### config.mk
export PLATFORM = sky130hd
export DESIGN_NAME = spte_ctrl
export DESIGN_NICKNAME = d
export VERILOG_FILES = /design/src/hdl/assert_macros.svh /design/src/hdl/spte_pkg.sv /design/src/hdl/spte_ctrl.sv
export SDC_FILE = /design/constraint.sdc
export NUM_CORES = 1
export LEC_CHECK = 0
export ABC_AREA = 1
export ABC_CLOCK_PERIOD_IN_PS = 3600
export BUFFER_PORTS_ARGS = -buffer_cell sky130_fd_sc_hd__buf_4
export CAP_MARGIN = 30
export CORE_ASPECT_RATIO = 0.8
export CORE_MARGIN = 3
export CORE_UTILIZATION = 40
export CTS_BUF_LIST = sky130_fd_sc_hd__clkbuf_4 sky130_fd_sc_hd__clkbuf_8
export DETAILED_ROUTE_END_ITERATION = 10
export PLACE_DENSITY = 0.79
export SLEW_MARGIN = 20
export SYNTH_ARGS = -nofsm -noshare
export SYNTH_HDL_FRONTEND = slang
export SYNTH_SLANG_ARGS = --single-unit
### constraint.sdc
create_clock -name clk_i -period 3.6 [get_ports clk_i]
set_input_delay 1.08 -clock clk_i [delete_from_list [all_inputs] [get_ports clk_i]]
set_output_delay 1.08 -clock clk_i [all_outputs]
set_load 0.1 [all_outputs]
### src/hdl/assert_macros.svh
// ----------------------------------------------------------------------------
// Assertion macros
// Shared concurrent assertion forms for the RTL.
// ----------------------------------------------------------------------------
`ifndef ASSERT_MACROS_SVH
`define ASSERT_MACROS_SVH

// Checks prop at each rising edge of clk_i while rst_ni is high.
`define ASSERT_CLK(label, prop, msg) \
  label: assert property (@(posedge clk_i) disable iff (!rst_ni) (prop)) else $error(msg);

// Checks that cond is followed in the next cycle by nxt.
`define ASSERT_NEXT(label, cond, nxt, msg) \
  label: assert property (@(posedge clk_i) disable iff (!rst_ni) (cond) |=> (nxt)) \
    else $error(msg);

`endif

### src/hdl/spte_pkg.sv
// ----------------------------------------------------------------------------
// Sparse polynomial term engine package
// Sizes, codes and the command and status bundles shared by the modules.
// ----------------------------------------------------------------------------
`default_nettype none

package spte_pkg;

  localparam int NUM_SLOTS = 8;
  localparam int MAX_TERMS = 16;

  localparam int MODEW = 3;
  localparam int SLOTW = 3;
  localparam int COEFW = 32;
  localparam int EXPW  = 8;
  localparam int STW   = 2;

  localparam int SIDXW = (NUM_SLOTS > 1) ? $clog2(NUM_SLOTS) : 1;
  localparam int IDXW  = (MAX_TERMS > 1) ? $clog2(MAX_TERMS) : 1;
  localparam int CNTW  = $clog2(MAX_TERMS + 1);
  localparam int ADDRW = (NUM_SLOTS * MAX_TERMS > 1) ? $clog2(NUM_SLOTS * MAX_TERMS) : 1;
  localparam int DEPTH = NUM_SLOTS * MAX_TERMS;

  localparam logic [MODEW-1:0] MODE_CLEAR = 3'd0;
  localparam logic [MODEW-1:0] MODE_ADD   = 3'd1;
  localparam logic [MODEW-1:0] MODE_SCALE = 3'd2;
  localparam logic [MODEW-1:0] MODE_EVAL  = 3'd3;
  localparam logic [MODEW-1:0] MODE_DIFF  = 3'd4;

  localparam logic [STW-1:0] ST_OK     = 2'd0;
  localparam logic [STW-1:0] ST_NOSLOT = 2'd1;
  localparam logic [STW-1:0] ST_FULL   = 2'd2;

  typedef enum logic [1:0] {
    WD_COPY,
    WD_SUM,
    WD_NEW,
    WD_PROD
  } wdata_e;

  typedef enum logic [1:0] {
    WI_WR,
    WI_RD,
    WI_RD1
  } widx_e;

  typedef enum logic {
    MUL_SCALE,
    MUL_EVAL
  } mul_e;

  typedef struct packed {
    logic           load;
    logic           rd_en;
    logic           rd_prev;
    logic           rd_inc;
    logic           rd_dec;
    logic           rd_to_n;
    logic           pos_cap;
    logic           wr_en;
    wdata_e         wr_data;
    widx_e          wr_idx;
    logic           wr_inc;
    logic           wr_from_rd;
    logic           cnt_clear;
    logic           cnt_inc;
    logic           cnt_set_wr;
    logic           mul_load;
    mul_e           mul_sel;
    logic           pw_init;
    logic           pw_step;
    logic           acc_add;
    logic           st_load;
    logic [STW-1:0] st;
    logic           out_load;
  } cmd_t;

  typedef struct packed {
    logic [MODEW-1:0] mode;
    logic             slot_in;
    logic             slot_ok;
    logic             tgt_ok;
    logic             rd_end;
    logic             rd_at_pos;
    logic             expo_gt;
    logic             expo_eq;
    logic             sum_zero;
    logic             val_zero;
    logic             full;
    logic             keep;
    logic             pw_done;
    logic             out_free;
  } sts_t;

  function automatic logic [ADDRW-1:0] term_addr(logic [SIDXW-1:0] s, logic [IDXW-1:0] i);
    return ADDRW'(s) * ADDRW'(MAX_TERMS) + ADDRW'(i);
  endfunction

endpackage

`default_nettype wire

### src/hdl/spte_ctrl.sv
// ----------------------------------------------------------------------------
// Sparse polynomial term engine controller
// Sequences the term walks of each command and issues datapath commands.
// ----------------------------------------------------------------------------
`default_nettype none

module spte_ctrl (
  input  wire                  clk_i,
  input  wire                  rst_ni,
  input  wire                  in_valid_i,
  output logic                 in_ready_o,
  input  wire spte_pkg::sts_t  sts_i,
  output spte_pkg::cmd_t       cmd_o
);

  typedef enum logic [3:0] {
    S_IDLE,
    S_EXEC,
    S_SRCH_RD,
    S_SRCH_CHK,
    S_INS,
    S_INS_WR,
    S_DEL_RD,
    S_DEL_WR,
    S_SC_RD,
    S_SC_MUL,
    S_SC_WR,
    S_EV_RD,
    S_EV_INIT,
    S_EV_PW,
    S_EV_ACC,
    S_DONE
  } state_e;

  state_e state_q, state_d;

  assign in_ready_o = (state_q == S_IDLE);

  always_comb begin
    cmd_o   = '0;
    state_d = state_q;
    case (state_q)
      S_IDLE: begin
        if (in_valid_i) begin
          cmd_o.load = 1'b1;
          state_d    = S_EXEC;
        end
      end
      S_EXEC: begin
        state_d = S_DONE;
        case (sts_i.mode)
          spte_pkg::MODE_CLEAR: begin
            if (sts_i.slot_in) begin
              cmd_o.cnt_clear = 1'b1;
            end else begin
              cmd_o.st_load = 1'b1;
              cmd_o.st      = spte_pkg::ST_NOSLOT;
            end
          end
          spte_pkg::MODE_ADD, spte_pkg::MODE_SCALE, spte_pkg::MODE_EVAL,
          spte_pkg::MODE_DIFF: begin
            if (!sts_i.slot_ok || (sts_i.mode == spte_pkg::MODE_DIFF && !sts_i.tgt_ok)) begin
              cmd_o.st_load = 1'b1;
              cmd_o.st      = spte_pkg::ST_NOSLOT;
            end else if (sts_i.mode == spte_pkg::MODE_ADD) begin
              state_d = S_SRCH_RD;
            end else if (sts_i.mode == spte_pkg::MODE_EVAL) begin
              state_d = S_EV_RD;
            end else begin
              state_d = S_SC_RD;
            end
          end
          default: begin
          end
        endcase
      end
      S_SRCH_RD: begin
        if (sts_i.rd_end) begin
          state_d = S_DONE;
          if (sts_i.val_zero) begin
          end else if (sts_i.full) begin
            cmd_o.st_load = 1'b1;
            cmd_o.st      = spte_pkg::ST_FULL;
          end else begin
            cmd_o.pos_cap = 1'b1;
            cmd_o.rd_to_n = 1'b1;
            state_d       = S_INS;
          end
        end else begin
          cmd_o.rd_en = 1'b1;
          state_d     = S_SRCH_CHK;
        end
      end
      S_SRCH_CHK: begin
        state_d = S_DONE;
        if (sts_i.expo_gt) begin
          cmd_o.rd_inc = 1'b1;
          state_d      = S_SRCH_RD;
        end else if (sts_i.expo_eq) begin
          if (sts_i.sum_zero) begin
            cmd_o.wr_from_rd = 1'b1;
            cmd_o.rd_inc     = 1'b1;
            state_d          = S_DEL_RD;
          end else begin
            cmd_o.wr_en   = 1'b1;
            cmd_o.wr_data = spte_pkg::WD_SUM;
            cmd_o.wr_idx  = spte_pkg::WI_RD;
          end
        end else if (sts_i.val_zero) begin
        end else if (sts_i.full) begin
          cmd_o.st_load = 1'b1;
          cmd_o.st      = spte_pkg::ST_FULL;
        end else begin
          cmd_o.pos_cap = 1'b1;
          cmd_o.rd_to_n = 1'b1;
          state_d       = S_INS;
        end
      end
      S_INS: begin
        if (sts_i.rd_at_pos) begin
          cmd_o.wr_en   = 1'b1;
          cmd_o.wr_data = spte_pkg::WD_NEW;
          cmd_o.wr_idx  = spte_pkg::WI_RD;
          cmd_o.cnt_inc = 1'b1;
          state_d       = S_DONE;
        end else begin
          cmd_o.rd_en   = 1'b1;
          cmd_o.rd_prev = 1'b1;
          cmd_o.rd_dec  = 1'b1;
          state_d       = S_INS_WR;
        end
      end
      S_INS_WR: begin
        cmd_o.wr_en   = 1'b1;
        cmd_o.wr_data = spte_pkg::WD_COPY;
        cmd_o.wr_idx  = spte_pkg::WI_RD1;
        state_d       = S_INS;
      end
      S_DEL_RD: begin
        if (sts_i.rd_end) begin
          cmd_o.cnt_set_wr = 1'b1;
          state_d          = S_DONE;
        end else begin
          cmd_o.rd_en = 1'b1;
          state_d     = S_DEL_WR;
        end
      end
      S_DEL_WR: begin
        cmd_o.wr_en   = 1'b1;
        cmd_o.wr_data = spte_pkg::WD_COPY;
        cmd_o.wr_idx  = spte_pkg::WI_WR;
        cmd_o.wr_inc  = 1'b1;
        cmd_o.rd_inc  = 1'b1;
        state_d       = S_DEL_RD;
      end
      S_SC_RD: begin
        if (sts_i.rd_end) begin
          cmd_o.cnt_set_wr = 1'b1;
          state_d          = S_DONE;
        end else begin
          cmd_o.rd_en = 1'b1;
          state_d     = S_SC_MUL;
        end
      end
      S_SC_MUL: begin
        cmd_o.mul_load = 1'b1;
        cmd_o.mul_sel  = spte_pkg::MUL_SCALE;
        cmd_o.rd_inc   = 1'b1;
        state_d        = S_SC_WR;
      end
      S_SC_WR: begin
        if (sts_i.keep) begin
          cmd_o.wr_en   = 1'b1;
          cmd_o.wr_data = spte_pkg::WD_PROD;
          cmd_o.wr_idx  = spte_pkg::WI_WR;
          cmd_o.wr_inc  = 1'b1;
        end
        state_d = S_SC_RD;
      end
      S_EV_RD: begin
        if (sts_i.rd_end) begin
          state_d = S_DONE;
        end else begin
          cmd_o.rd_en = 1'b1;
          state_d     = S_EV_INIT;
        end
      end
      S_EV_INIT: begin
        cmd_o.pw_init = 1'b1;
        cmd_o.rd_inc  = 1'b1;
        state_d       = S_EV_PW;
      end
      S_EV_PW: begin
        if (sts_i.pw_done) begin
          cmd_o.mul_load = 1'b1;
          cmd_o.mul_sel  = spte_pkg::MUL_EVAL;
          state_d        = S_EV_ACC;
        end else begin
          cmd_o.pw_step = 1'b1;
        end
      end
      S_EV_ACC: begin
        cmd_o.acc_add = 1'b1;
        state_d       = S_EV_RD;
      end
      S_DONE: begin
        if (sts_i.out_free) begin
          cmd_o.out_load = 1'b1;
          state_d        = S_IDLE;
        end
      end
      default: begin
        state_d = S_IDLE;
      end
    endcase
  end

  always_ff @(posedge clk_i or negedge rst_ni) begin
    if (!rst_ni) begin
      state_q <= S_IDLE;
    end else begin
      state_q <= state_d;
    end
  end

endmodule

`default_nettype wire

==> impl_metrics.json <==
{
  "status": "complete, no violations",
  "drt-vias-per-instance": 5.127,
  "worstPathMaxFanout": 4,
  "cp-start-kind": "primary input",
  "crit_buf_inv": 2,
  "nets": 212,
  "drv_slew": 0,
  "p_leak_uw": 0.0006894,
  "wl_per_cell_um": 11.35,
  "critical_path_class": "in2out",
  "worst-slew-pin-transition_ns": 0.3645,
  "area_growth_pct": 58.33,
  "dpl.cell_count": 210,
  "vdd_drop_max_uv": 675.3,
  "rows": 13,
  "cp.arrival_ns": 2.24,
  "p_total_uw": 1219,
  "synth_nets": 164,
  "vias": 1092,
  "cts_buffer_depth": 2,
  "maxCapViolations": 0,
  "synth_edf_count": 0,
  "clk_pin_slew_ns": 0.04,
  "dr.first_iter.drc_count": 27,
  "crit_required_ns": 2.52,
  "reg_top3": "state_q: 4 flops",
  "post-route-min-period_ns": 3.319,
  "holdWs_ns": 0.6152,
  "grt_first_pass_wirelength_mm": 3.884,
  "yosys_warnings": 0,
  "place_congestion": 0.8870,
  "hpwl_mm": 2.108,
  "fin_skew_ns": 0.008458,
  "ctsRootBufferMaster": "clkbuf_4",
  "die-area_mm2": 0.002393,
  "io_buffers": 45,
  "ctsResizeCount": 0,
  "synth_ff_type": "dfrtp_1",
  "grt-ovfl-total": 0,
  "crit_top_cell": "nand2_1",
  "finalCritPeriodShare_pct": 92.19,
  "synth-seq-cells": 4,
  "cp-end-kind": "primary output",
  "cts.sinks": 4,
  "synthCells": 145,
  "worstSkewPairLatency_ns": 0.25,
  "netlist_area_um2": 735.7,
  "die_w_um": 53.95,
  "final.fill_count": 170,
  "cts_hold_repair.buffers": 0,
  "grt_max_degree": 9,
  "route.detailed.drc": 0,
  "slowest_stage": "buf_4",
  "fmax_mhz": 301.3,
  "tns_ns": 0,
  "drtAntennaViolNets": 0,
  "setup_viol": 0,
  "core_area_mm2": 0.001675,
  "cts_setup_buffers": 0,
  "max_stage_delay_ns": 0.30,
  "htree_levels": 1,
  "drive_gt1_share_pct": 38.22,
  "initial_utilization_pct": 43.91,
  "seq_area_frac_synth_pct": 13.61,
  "antenna_found_initial": 0,
  "grt_use_total_pct": 22.27,
  "largest_reg_flops": 4,
  "rsz0062_at_grt": "false",
  "seqCellArea_um2": 100.1,
  "drt-pass1-iter-count": 4,
  "slew-limit-headroom_pct": 75.51,
  "insertedDiodeCount": 0,
  "crit_family": "buffers and inverters",
  "cts_buffers": 3,
  "finalHoldViolations": 0,
  "multi_input_area_um2": 590.6,
  "synthArstFlopShare_pct": 100.0,
  "final_cell_mix": "45 x buf_4, 38 x nand2_1, 25 x nor2_1",
  "netlist-cell-type-count": 22,
  "hp-class": "in2async",
  "ios": 46,
  "final_common_cell": "buf_4",
  "fin_cells": 213,
  "die_h_um": 44.36,
  "grt_pass1_vias": 941,
  "path_cells": "buf_4, nor2_1, nand2_1, o21ai_0, nand2_1, o21ai_0, nand2_1, o21ai_2, buf_4",
  "regMostFlops": "state_q",
  "cts_tree": "done",
  "power_density_mw_per_mm2": 1047,
  "finalWirelength_mm": 2.418,
  "synth_area_per_cell_um2": 5.074
}
==> routing by layer <==
layer  wire [um]  up-vias  track usage (%)
met1        1029      483            27.66
li1            -      552                -
met2        1135       53            36.71
met4          44        0            9.694
met5           0        -                0
met3         209        4            4.714
==> power by group <==
| part | switching (uW) | total (uW) | internal (uW) |
|---|---|---|---|
| sequential | 38.4 | 110 | 71.7 |
| combinational | 813 | 1050 | 236 |
| clock | 22.2 | 59.7 | 37.5 |
| total | 874 | 1220 | 345 |
==> worst paths after layout <==
kind	from	end	slack [ns]	cells past startpoint
setup / recovery	sts_i[14]	cmd_o[3]	0.28	9
hold / removal	rst_ni	state_q[2]	0.62	1
setup reg to reg	state_q[2]	state_q[3]	2.08	8
hold reg to reg	state_q[2]	state_q[3]	0.82	4
max in group asynchronous	rst_ni	state_q[1]	2.87	1
min in group clk_i	state_q[2]	state_q[3]	0.82	4
==> stage by stage <==
| step | setup WS, ns | util, % | cell area [um2] |
|---|---|---|---|
| 2_1_floorplan | -0.1205 | - | 792.0 |
| 3_3_place_gp | 0.3108 | 68.19 | 1142 |
| 3_5_place_dp | 0.2618 | 68.19 | 1142 |
| 4_1_cts | 0.2565 | 69.53 | 1165 |
| 5_1_grt | 0.1680 | 69.53 | 1165 |
| 6_report | 0.2811 | 69.53 | 1165 |
==> cells in the mapped netlist, types with 2 or more instances <==
| master | count | share of area [%] |
|---|---|---|
| nand3_1 | 11 | 7.5 |
| o22ai_1 | 2 | 1.7 |
| buf_4 | 2 | 2.0 |
| dfrtp_1 | 4 | 14 |
| nor3_1 | 6 | 4.1 |
| inv_1 | 21 | 11 |
| nor2_1 | 30 | 15 |
| nand2_1 | 39 | 20 |
| a21oi_1 | 2 | 1.4 |
| inv_2 | 2 | 1.0 |
| o21ai_0 | 11 | 7.5 |
| nand2_2 | 4 | 3.4 |
| nor2_2 | 2 | 1.7 |
==> cell type report <==
| class | count | area share, % |
|---|---|---|
| well taps | 22 | 2.363 |
| clock buffers | 3 | 1.933 |
| repair buffers | 45 | 29.00 |
| inverters | 23 | 7.411 |
| multi-input cells | 116 | 50.70 |
| flip-flops and latches | 4 | 8.593 |
==> cell families after synthesis <==
group	share of synthesized area, %
flip-flops	13.61
AO/OA/AOI/OAI	12.59
buffers and inverters	13.78
AND/OR/NAND/NOR	60.03
(Power assumes the default switching activity.)
